### src/rtl/core/vpv_pkg.sv
package vpv_pkg;

  localparam int unsigned SONG_VOICES = 21;

  localparam int unsigned TDATA_IN_W  = 96;
  localparam int unsigned TDATA_OUT_W = 56;

  localparam int unsigned VOL_W   = 9;   // 1..256 after decay offset
  localparam int unsigned LAW_W   = 14;
  localparam int unsigned GAIN_W  = 16;
  localparam int unsigned PROD_W  = VOL_W + LAW_W;  // volume times law entry
  localparam int unsigned QUOT_W  = 16;  // product / 127
  localparam int unsigned EFX_W   = 18;  // second effect gain stage
  localparam int unsigned LEVEL_W = 25;

  // x / 127 == (x * DIV127_MUL) >> DIV127_SHIFT for every x below 2**PROD_W
  localparam int unsigned DIV127_SHIFT = 30;
  localparam int unsigned DIV127_MW    = 24;
  localparam logic [DIV127_MW-1:0] DIV127_MUL = 24'd8454661;

  localparam logic [6:0] PAN65_MAX    = 7'd64;
  localparam logic [6:0] PAN65_CENTER = 7'd32;
  localparam logic [5:0] PAN41_MAX    = 6'd40;
  localparam logic [5:0] PAN41_CENTER = 6'd20;
  localparam logic [1:0] PAN_MODE_FADER = 2'd2;

  typedef enum logic [1:0] {
    PATH_FADER,
    PATH_TRACK,
    PATH_EFFECT
  } vpv_path_t;

  // front-end result handed to the multiply pipeline
  typedef struct packed {
    vpv_path_t          path;
    logic               scale;   // apply master gain at the end
    logic [VOL_W-1:0]   vol;
    logic [LAW_W-1:0]   law_l;
    logic [LAW_W-1:0]   law_r;
    logic [GAIN_W-1:0]  gain;
  } vpv_front_t;

  localparam logic [LAW_W-1:0] LAW41 [0:40] = '{
    14'h0000, 14'h0141, 14'h0352, 14'h06F5, 14'h0A7A, 14'h0DE3, 14'h0F5D, 14'h12F7,
    14'h1617, 14'h1919, 14'h1A66, 14'h1D40, 14'h1FFC, 14'h229C, 14'h2404, 14'h2677,
    14'h28CE, 14'h2B07, 14'h2D24, 14'h2E44, 14'h2FFF, 14'h31A3, 14'h329D, 14'h344B,
    14'h35DB, 14'h374F, 14'h3811, 14'h3958, 14'h3A82, 14'h3B90, 14'h3C81, 14'h3CE3,
    14'h3DAA, 14'h3E55, 14'h3EF1, 14'h3F25, 14'h3F87, 14'h3FCB, 14'h3FF3, 14'h3FFF,
    14'h3FFF
  };

  localparam logic [LAW_W-1:0] LAW65 [0:64] = '{
    14'h0000, 14'h00C5, 14'h024D, 14'h04CF, 14'h0688, 14'h08F3, 14'h0A61, 14'h0CB7,
    14'h0E51, 14'h0FAC, 14'h11E3, 14'h1369, 14'h1589, 14'h16FF, 14'h18D5, 14'h1A3C,
    14'h1B9C, 14'h1D87, 14'h1EA8, 14'h207E, 14'h21BF, 14'h22CD, 14'h2485, 14'h25B0,
    14'h2751, 14'h2845, 14'h29D1, 14'h2ADD, 14'h2BE4, 14'h2D2C, 14'h2E23, 14'h2F7A,
    14'h2FFF, 14'h3082, 14'h31C0, 14'h3297, 14'h33A2, 14'h346A, 14'h352B, 14'h3634,
    14'h36CD, 14'h37C1, 14'h3863, 14'h3940, 14'h39BF, 14'h3A4C, 14'h3B0A, 14'h3B76,
    14'h3C1F, 14'h3C8E, 14'h3CF6, 14'h3D72, 14'h3DCB, 14'h3E3F, 14'h3E88, 14'h3EE5,
    14'h3F17, 14'h3F4A, 14'h3F89, 14'h3FA8, 14'h3FD2, 14'h3FE6, 14'h3FF9, 14'h3FFF,
    14'h3FFF
  };

endpackage

### src/rtl/core/vpv_front.sv
module vpv_front (
  input  logic [4:0]            voice,
  input  logic [7:0]            note_volume,
  input  logic [7:0]            decay_offset,
  input  logic [1:0]            pan_mode,
  input  logic [16:0]           coarse_pan,
  input  logic [6:0]            fader_pan,
  input  logic [15:0]           master_gain,
  input  logic [7:0]            effect_class,
  input  logic [6:0]            effect_pan,
  input  logic [15:0]           effect_gain,
  input  logic                  mono_mode,
  output vpv_pkg::vpv_front_t   front
);
  import vpv_pkg::*;

  logic       song;
  logic [7:0] vol_base;
  logic [6:0] pan65_sel;
  logic [6:0] pan65;
  logic [8:0] step_raw;
  logic [5:0] pan41;

  assign song     = (voice < 5'(SONG_VOICES));
  assign vol_base = (note_volume >= decay_offset) ? (note_volume - decay_offset) : 8'd0;

  // fader pan for song voices, effect pan otherwise; saturate, then mono override
  assign pan65_sel = song ? fader_pan : effect_pan;
  always_comb begin
    pan65 = (pan65_sel > PAN65_MAX) ? PAN65_MAX : pan65_sel;
    if (mono_mode) begin
      pan65 = PAN65_CENTER;
    end
  end

  assign step_raw = coarse_pan[16:8];
  always_comb begin
    pan41 = (step_raw > 9'(PAN41_MAX)) ? PAN41_MAX : step_raw[5:0];
    if (mono_mode) begin
      pan41 = PAN41_CENTER;
    end
  end

  always_comb begin
    front.vol   = {1'b0, vol_base} + 9'd1;
    front.scale = song;
    if (song && (pan_mode == PAN_MODE_FADER)) begin
      front.path = PATH_FADER;
    end else if (song || (effect_class == 8'd0)) begin
      front.path = PATH_TRACK;
    end else begin
      front.path = PATH_EFFECT;
    end
    if (front.path == PATH_TRACK) begin
      front.law_l = LAW41[PAN41_MAX - pan41];
      front.law_r = LAW41[pan41];
    end else begin
      front.law_l = LAW65[PAN65_MAX - pan65];
      front.law_r = LAW65[pan65];
    end
    front.gain = (front.path == PATH_EFFECT) ? effect_gain : master_gain;
  end

endmodule

### src/rtl/core/voice_pan_volume_calc_top.sv
// Stereo level pair for one voice-volume request.
//
// Input channel in_*: one transaction per request, accepted when in_tvalid and
// in_tready are both high. Result channel out_*: one transaction per request,
// in request order, carrying the left and right levels.
// cfg_wr_en / cfg_wr_data write the mono flag; write it only while idle.
//
// Throughput: one request per cycle while the receiver does not stall; four
// register stages (lookup, level product, divide by 127 through a reciprocal
// multiply, gain scaling), the last three holding one rank of multipliers each.
//
// Reset (rst_n low, synchronous) empties the pipeline and clears the mono flag.
// When the receiver stalls, the result holds on out_tdata and stages behind it
// keep filling any empty slots; in_tready drops only once every stage is full.
module voice_pan_volume_calc_top (
  input  logic                              clk,
  input  logic                              rst_n,
  input  logic                              in_tvalid,
  output logic                              in_tready,
  // voice, note_volume, decay_offset, pan_mode, coarse_pan, fader_pan,
  // master_gain, effect_class, effect_pan, effect_gain, zero pad
  input  logic [vpv_pkg::TDATA_IN_W-1:0]    in_tdata,
  output logic                              out_tvalid,
  input  logic                              out_tready,
  // left_level, right_level, zero pad
  output logic [vpv_pkg::TDATA_OUT_W-1:0]   out_tdata,
  input  logic                              cfg_wr_en,
  input  logic                              cfg_wr_data
);
  import vpv_pkg::*;

  logic mono_mode_r;

  vpv_front_t front;

  logic v1_r, v2_r, v3_r, v4_r;
  logic rdy1, rdy2, rdy3, rdy4;

  // stage 1
  vpv_front_t s1_r;

  // stage 2
  vpv_path_t          s2_path_r;
  logic               s2_scale_r;
  logic [LAW_W-1:0]   s2_law_l_r, s2_law_r_r;
  logic [GAIN_W-1:0]  s2_gain_r;
  logic [PROD_W-1:0]  s2_prod_l_r, s2_prod_r_r;
  logic [VOL_W-1:0]   s2_efx_r;
  logic [VOL_W+GAIN_W-1:0] efx1_full;

  // stage 3
  vpv_path_t          s3_path_r;
  logic               s3_scale_r;
  logic [LAW_W-1:0]   s3_law_l_r, s3_law_r_r;
  logic [GAIN_W-1:0]  s3_gain_r;
  logic [QUOT_W-1:0]  s3_quot_l_r, s3_quot_r_r;
  logic [EFX_W-1:0]   s3_efx_r;
  logic [PROD_W+DIV127_MW-1:0] div_l, div_r;
  logic [VOL_W+GAIN_W-1:0]     efx2_full;

  // stage 4
  logic [LEVEL_W-1:0] left_r, right_r;
  logic [LEVEL_W-1:0] left_nxt, right_nxt;
  logic [QUOT_W+GAIN_W-1:0] scl_l, scl_r;
  logic [EFX_W+LAW_W-1:0]   efx_l, efx_r;

  always_ff @(posedge clk) begin
    if (!rst_n) begin
      mono_mode_r <= 1'b0;
    end else if (cfg_wr_en) begin
      mono_mode_r <= cfg_wr_data;
    end
  end

  vpv_front u_front (
    .voice        (in_tdata[4:0]),
    .note_volume  (in_tdata[12:5]),
    .decay_offset (in_tdata[20:13]),
    .pan_mode     (in_tdata[22:21]),
    .coarse_pan   (in_tdata[39:23]),
    .fader_pan    (in_tdata[46:40]),
    .master_gain  (in_tdata[62:47]),
    .effect_class (in_tdata[70:63]),
    .effect_pan   (in_tdata[77:71]),
    .effect_gain  (in_tdata[93:78]),
    .mono_mode    (mono_mode_r),
    .front        (front)
  );

  // a stage advances when it is empty or the one after it advances
  assign rdy4      = !v4_r || out_tready;
  assign rdy3      = !v3_r || rdy4;
  assign rdy2      = !v2_r || rdy3;
  assign rdy1      = !v1_r || rdy2;
  assign in_tready = rdy1;

  always_ff @(posedge clk) begin
    if (!rst_n) begin
      v1_r <= 1'b0;
      v2_r <= 1'b0;
      v3_r <= 1'b0;
      v4_r <= 1'b0;
    end else begin
      if (rdy1) v1_r <= in_tvalid;
      if (rdy2) v2_r <= v1_r;
      if (rdy3) v3_r <= v2_r;
      if (rdy4) v4_r <= v3_r;
    end
  end

  always_ff @(posedge clk) begin
    if (rdy1 && in_tvalid) begin
      s1_r <= front;
    end
  end

  assign efx1_full = (VOL_W+GAIN_W)'(s1_r.vol) * (VOL_W+GAIN_W)'(s1_r.gain);

  always_ff @(posedge clk) begin
    if (rdy2 && v1_r) begin
      s2_path_r   <= s1_r.path;
      s2_scale_r  <= s1_r.scale;
      s2_law_l_r  <= s1_r.law_l;
      s2_law_r_r  <= s1_r.law_r;
      s2_gain_r   <= s1_r.gain;
      s2_prod_l_r <= PROD_W'(s1_r.vol) * PROD_W'(s1_r.law_l);
      s2_prod_r_r <= PROD_W'(s1_r.vol) * PROD_W'(s1_r.law_r);
      s2_efx_r    <= efx1_full[VOL_W+GAIN_W-1:GAIN_W];
    end
  end

  assign div_l     = (PROD_W+DIV127_MW)'(s2_prod_l_r) * (PROD_W+DIV127_MW)'(DIV127_MUL);
  assign div_r     = (PROD_W+DIV127_MW)'(s2_prod_r_r) * (PROD_W+DIV127_MW)'(DIV127_MUL);
  assign efx2_full = (VOL_W+GAIN_W)'(s2_efx_r) * (VOL_W+GAIN_W)'(s2_gain_r);

  always_ff @(posedge clk) begin
    if (rdy3 && v2_r) begin
      s3_path_r   <= s2_path_r;
      s3_scale_r  <= s2_scale_r;
      s3_law_l_r  <= s2_law_l_r;
      s3_law_r_r  <= s2_law_r_r;
      s3_gain_r   <= s2_gain_r;
      s3_quot_l_r <= div_l[DIV127_SHIFT+QUOT_W-1:DIV127_SHIFT];
      s3_quot_r_r <= div_r[DIV127_SHIFT+QUOT_W-1:DIV127_SHIFT];
      // second pass of the effect gain, then add one
      s3_efx_r    <= efx2_full[EFX_W+5:6] + EFX_W'(1);
    end
  end

  assign scl_l = (QUOT_W+GAIN_W)'(s3_quot_l_r) * (QUOT_W+GAIN_W)'(s3_gain_r);
  assign scl_r = (QUOT_W+GAIN_W)'(s3_quot_r_r) * (QUOT_W+GAIN_W)'(s3_gain_r);
  assign efx_l = (EFX_W+LAW_W)'(s3_efx_r) * (EFX_W+LAW_W)'(s3_law_l_r);
  assign efx_r = (EFX_W+LAW_W)'(s3_efx_r) * (EFX_W+LAW_W)'(s3_law_r_r);

  always_comb begin
    if (s3_path_r == PATH_EFFECT) begin
      left_nxt  = efx_l[EFX_W+LAW_W-1:7];
      right_nxt = efx_r[EFX_W+LAW_W-1:7];
    end else if (s3_scale_r) begin
      left_nxt  = LEVEL_W'(scl_l[QUOT_W+GAIN_W-1:GAIN_W]);
      right_nxt = LEVEL_W'(scl_r[QUOT_W+GAIN_W-1:GAIN_W]);
    end else begin
      left_nxt  = LEVEL_W'(s3_quot_l_r);
      right_nxt = LEVEL_W'(s3_quot_r_r);
    end
  end

  always_ff @(posedge clk) begin
    if (rdy4 && v3_r) begin
      left_r  <= left_nxt;
      right_r <= right_nxt;
    end
  end

  assign out_tvalid = v4_r;
  assign out_tdata  = {(TDATA_OUT_W-2*LEVEL_W)'(0), right_r, left_r};

endmodule
### config.mk
export PLATFORM = sky130hd
export DESIGN_NAME = voice_pan_volume_calc_top
export DESIGN_NICKNAME = d
export VERILOG_FILES = /design/src/rtl/core/vpv_pkg.sv /design/src/rtl/core/vpv_front.sv /design/src/rtl/core/voice_pan_volume_calc_top.sv
export SDC_FILE = /design/constraint.sdc
export NUM_CORES = 2
export LEC_CHECK = 0
export ABC_AREA = 1
export BUFFER_PORTS_ARGS = -buffer_cell sky130_fd_sc_hd__buf_2
export CAP_MARGIN = 10
export CORE_MARGIN = 1
export CORE_UTILIZATION = 45
export CTS_BUF_LIST = sky130_fd_sc_hd__clkbuf_16
export DETAILED_ROUTE_END_ITERATION = 10
export GPL_ROUTABILITY_DRIVEN = 0
export PLACE_DENSITY_LB_ADDON = 0.1
export SYNTH_ARGS = -nofsm -noshare
export SYNTH_HDL_FRONTEND = slang
export SYNTH_HIERARCHICAL = 1
export SYNTH_SLANG_ARGS = --single-unit
### constraint.sdc
create_clock -name clk -period 7.6 [get_ports clk]
set_clock_uncertainty 0.05 [all_clocks]
set_input_delay 1.14 -clock clk [delete_from_list [all_inputs] [get_ports clk]]
set_output_delay 1.14 -clock clk [all_outputs]
set_load 0.02 [all_outputs]
# --- After elaboration in Yosys (flattened, before gate mapping) ---
# Memory sizes are Yosys's and may differ from the RTL's.
# Index checks and enable logic that the tools add are counted.
classes:
  add_sub_neg: 5
  multipliers: 10
  n_lt_le_gt_ge: 8
  n_eq_ne: 4
  muxes: 22
  bitwise_logic: 4
  reduce_logical: 15
op_table:
  columns: ["cell", "count"]
  rows:
  - ["$mux 14", 8]
  - ["$mul 23x24->46 const B", 2]
  - ["$mul 16x16->32", 2]
  - ["$mul 18x14->32", 2]
  - ["$mux 25", 2]
  - ["$mux 16", 3]
  - ["$mul 9x14->23", 2]
  - ["$mux 28", 1]
  - ["$mul 9x16->25", 1]
  - ["$mul 9x16->24", 1]
  - ["$mux 7", 3]
  - ["$add 18x1->18 const B", 1]
  - ["$ge 8x8->1 const B", 2]
  - ["$not 7->8", 2]
  - ["$ge 7x7->1 const B", 2]
  - ["$not 6->7", 2]
  - ["$mux 6", 2]
  - ["$add 8x1->9 const B", 1]
  - ["$gt 9x6->1 const B", 1]
  - ["$ge 8x8->1", 1]
  - ["$logic_not 8->1", 1]
  - ["$mux 8", 1]
  - ["$sub 8x8->8", 1]
  - ["$gt 7x7->1 const B", 1]
  - ["other kinds (9)", 23]
word_totals:
  reg_bits: 310
  romBits: 5376
  inputBits: 102
  output_inout_bits: 58
  elab_cells: 101
  n_memories: 4
memory_table:
  columns: ["memory", "words", "word_bits", "read_ports", "rd_ports_with_merged_regs", "wr", "line", "source"]
  rows:
  - ["(name not given)", 128, 14, 1, 0, 0, "vpv_front.sv:59", "front.law_r = LAW65[pan65];"]
  - ["(name not given)", 128, 14, 1, 0, 0, "vpv_front.sv:58", "front.law_l = LAW65[PAN65_MAX - pan65];"]
  - ["(name not given)", 64, 14, 1, 0, 0, "vpv_front.sv:56", "front.law_r = LAW41[pan41];"]
  - ["(name not given)", 64, 14, 1, 0, 0, "vpv_front.sv:55", "front.law_l = LAW41[PAN41_MAX - pan41];"]

# --- Logic depth before layout (Yosys ltp) ---
depth:
  depth_word: 11
  depth_mapped: 31
  depth_no_buf: 29

# --- Modules after synthesis ---
# Netlist, hierarchy kept.
modules_own_cells:
  columns: ["mod", "n_inst", "cells_per_inst", "area_per_inst_um2", "seq_area_each_um2"]
  rows:
  - ["voice_pan_volume_calc_top", 1, 8906, 71255.8, 9258.9]
  - ["vpv_front", 1, 1162, 5809.3, 0.0]

# --- Worst setup path after synthesis ---
# Ideal clock, no wire load.
synth_timing:
  kind: "register -> register"
  from: "register s3_gain_r[1]"
  to: "register right_r[10], data pin"
  setup_ns: 0.258
  t_arrival_ns: 5.446
  t_required_ns: 7.292
  slack_ns: 1.846
  stages_incl_launch_ff: 23
  path_buffers: 2
  period_less_slack_ns: 5.754
  path_cell_list: "edfxtp_1 > clkbuf_1 > buf_1 > nand2_1 > fa_1 > fa_1 > inv_1 > fa_1 > fa_1 > fa_1 > inv_1 > fa_1 > inv_1 > ha_1 > a21oi_1 > o21ai_0 > a21oi_1 > nand3_1 > nand2_1 > nand3_1 > xor2_1 > o21ai_0 > nand2_1"
synth_between:
  elab_chain_len: 3
synth_rtl:
  columns: ["element", "line", "source"]
  rows:
  - ["start, declared", "voice_pan_volume_calc_top.sv:55", "logic [GAIN_W-1:0] s3_gain_r;"]
  - ["start signal, assigned", "voice_pan_volume_calc_top.sv:142", "s3_gain_r <= s2_gain_r;"]
  - ["$mul 16x16->32", "voice_pan_volume_calc_top.sv:151", "assign scl_r = (QUOT_W+GAIN_W)'(s3_quot_r_r) * (QUOT_W+GAIN_W)'(s3_gain_r);"]
  - ["$mux 16", "voice_pan_volume_calc_top.sv:159", "end else if (s3_scale_r) begin"]
  - ["$mux 25", "voice_pan_volume_calc_top.sv:156", "if (s3_path_r == PATH_EFFECT) begin"]
  - ["named net right_nxt[10]", "voice_pan_volume_calc_top.sv:63", "logic [LEVEL_W-1:0] left_nxt, right_nxt;"]
  - ["end signal, assigned", "voice_pan_volume_calc_top.sv:171", "right_r <= right_nxt;"]
  - ["end, declared", "voice_pan_volume_calc_top.sv:62", "logic [LEVEL_W-1:0] left_r, right_r;"]
# The timed path passes the listed nets, and every way through them passes these cells.
# A chain may end at the register's enable or synchronous reset.

# --- Final worst setup path ---
layout_timing:
  from: "register s3_gain_r[11]"
  to: "register right_r[1], data pin"
# The elaborated chain is that of the path after synthesis.

==> out/metrics.csv <==
metric,value,unit
I/O Pins,160,
initial antenna violation count,7,
"most common cell after layout, fill and taps aside",inv_1,
Least-Margin Pin Slew,1.35,ns
Longest Clk Path Bufs,3,
Die Span Y,416,um
post-synthesis average cell area,7.65,sq um
Post-Syn Area,77100,sq um
Vias/cell,5.17,
Slew Limit Fails,0,
Hold Path Class,reg -> reg,
vias in the first global route,64600,
crit path max fanout,21,
Seq cells post-synth,310,
buffers added on ports,143,
die boundary width,416,um
Post-CTS Hold Buffers,0,
Cells after Synth,10100,
Hold Crit Depth,0,
WL final,220000,um
reg2reg path depth,20,
period utilization,0.882,
Main synth FF type,edfxtp_1,
post-CTS sizing,0,
status,completed,
CP endpoint kind,register,
Num CTS Buffers,41,
vias,63200,
WP data required,7.91,ns
layout cell share with drive strength beyond 1,0.0435,
Clock transition at path regs,0.07,ns
Starting DRT DRC Count,4703,
Sink Count,310,
CP startpoint kind,register,
Setup CP Type,reg -> reg,
Post-synth ARST share,0,
most frequent cells in the layout,"inv_1 (2562), nand2_1 (2542), fa_1 (1194)",
Wirelength per Cell,18.0,um
Residual DRC,0,
worst-skew pair later-pin latency,0.64,ns
"Seq/Total Area, Yosys",0.120,
pin count of the biggest net entering global routing,76,
Tmin final,6.70,ns
CP startpoint,s3_gain_r[11],
post-synth top area share,0.310,
Unique masters post-synth,67,
clk root buf,clkbuf_16,
hold path start,s2_law_r_r[2],
Max-cap violations,0,
unrepaired setup endpoints after global routing,false,
gr ovfl total,0,
setup_tns,0,ns
H-tree Lvls,2,
Yosys Warn Count,6,
Core Region,170000,sq um
Starting Density,0.454,
Layout area overhead,5.59,%
WP data arrival,7.01,ns
number of flops mapped to enable cells by yosys,305,
DRT antenna net count,0,
Fin. Hold Viols,0,
Finish-stage setup viols,0,
top post-synthesis cells by area,"fa_1 (31%), ha_1 (15%), inv_1 (12%), nand2_1 (12%), edfxtp_1 (12%)",
worst r2r src,s3_gain_r[11],
Row Count,151,
fin nets,12200,
Peak Freq,149,MHz
Post-CTS Setup Repair Bufs,0,
biggest area consumer among synthesized cells,fa_1,
CTS tree,done,
hpwl dp,179000,um
overall global routing resource usage,0.257,
Pre-antenna DRT Iters,7,
die footprint,173000,sq um
Max transition margin,0.0993,
first-pass GRT wire length,351000,um
Yosys cell counts (20+ instances only):
| library cell | number |
|---|---|
| nand2_1 | 2543 |
| nor4_1 | 23 |
| o211ai_1 | 38 |
| a21o_1 | 35 |
| ha_1 | 927 |
| xor2_1 | 94 |
| xnor2_1 | 34 |
| nor3_1 | 62 |
| a31oi_1 | 34 |
| buf_1 | 36 |
| nand3_1 | 316 |
| nand4_1 | 47 |
| clkbuf_1 | 344 |
| o21bai_1 | 22 |
| edfxtp_1 | 305 |
| o21ai_0 | 289 |
| inv_1 | 2563 |
| fa_1 | 1194 |
| nor2_1 | 482 |
| a21oi_1 | 395 |
| nand2_2 | 23 |
| o21a_1 | 20 |
| buf_2 | 20 |
registers in the layout (all words and copies together), names as in the netlist, 14 cells and up:
register	flops
s3_quot_r_r	16
s2_prod_l_r	23
s2_gain_r	16
left_r	25
s2_law_l_r	14
s3_efx_r	18
s2_law_r_r	14
s3_law_r_r	14
s3_quot_l_r	16
s1_r	56
right_r	25
s3_gain_r	16
s2_prod_r_r	23
s3_law_l_r	14
per-stage QoR:
step | cell area [sq um] | hold WS, ns | cells | worst slack (ns) | utilization
finish | 81400 | 0.326 | 12200 | 0.897 | 0.480
floorplan | 77100 | 0.350 | 10100 | 1.85 | -
global route | 81400 | 0.349 | 12200 | 0.420 | 0.480
detailed placement | 79900 | 0.355 | 12100 | 0.879 | 0.471
global placement | 79900 | 0.351 | 12100 | 0.893 | 0.471
CTS | 81400 | 0.319 | 12200 | 0.873 | 0.480
metal layers:
| metal | track usage | routed length, um |
|---|---|---|
| met1 | 0.347 | 95800 |
| met3 | 0.0250 | 12200 |
| met2 | 0.434 | 105000 |
| met4 | 0.0772 | 6810 |
| met5 | 0 | 0 |
logic make-up (layout without fill, tap and decap cells):
kind of cell             after synthesis  count (layout)  synth area share
buffers and inverters               3008            2930             0.148
flip-flops                           310             310             0.120
other                                  1              12         0.0000487
AND/OR/NAND/NOR                     3555            3555             0.186
XOR/XNOR                             134             134            0.0158
AO/OA/AOI/OAI                        939             939            0.0692
adder cells (fa/ha/maj)             2121            2121             0.461
worst max-delay path: stages, from the launching register on:
cell	delay, ns
edfxtp_1	1.22
nand2_1	0.19
fa_1	0.56
inv_1	0.05
fa_1	0.56
fa_1	0.44
fa_1	0.46
fa_1	0.49
inv_1	0.05
fa_1	0.48
inv_1	0.05
ha_1	0.34
nand2_1	0.15
nor2_1	0.16
inv_1	0.08
nor3_1	0.15
nand2_1	0.07
nand2_1	0.16
xor2_1	0.16
nor2_1	0.05
o21ai_0	0.46
layout make-up:
type / count / area [sq um]
inverters: 2586 / 9710
diodes: 6 / 15.0
fillers: 17000 / 88300
clock buffers: 41 / 1030
multi-input cells: 6755 / 56400
clock inverters: 35 / 459
well taps: 2218 / 2780
repair buffers: 268 / 1700
flip-flops and latches: 310 / 9260
path summary, 6_finish.rpt:
path / slack (ns) / end
max reg2reg: 0.90 / right_r[1]
min: 0.33 / s3_law_r_r[2]
max: 0.90 / right_r[1]
min reg2reg: 0.33 / s3_law_r_r[2]
Power is not shown: default switching activity piles up to over one toggle a cycle in this logic, so the estimate is an artifact.
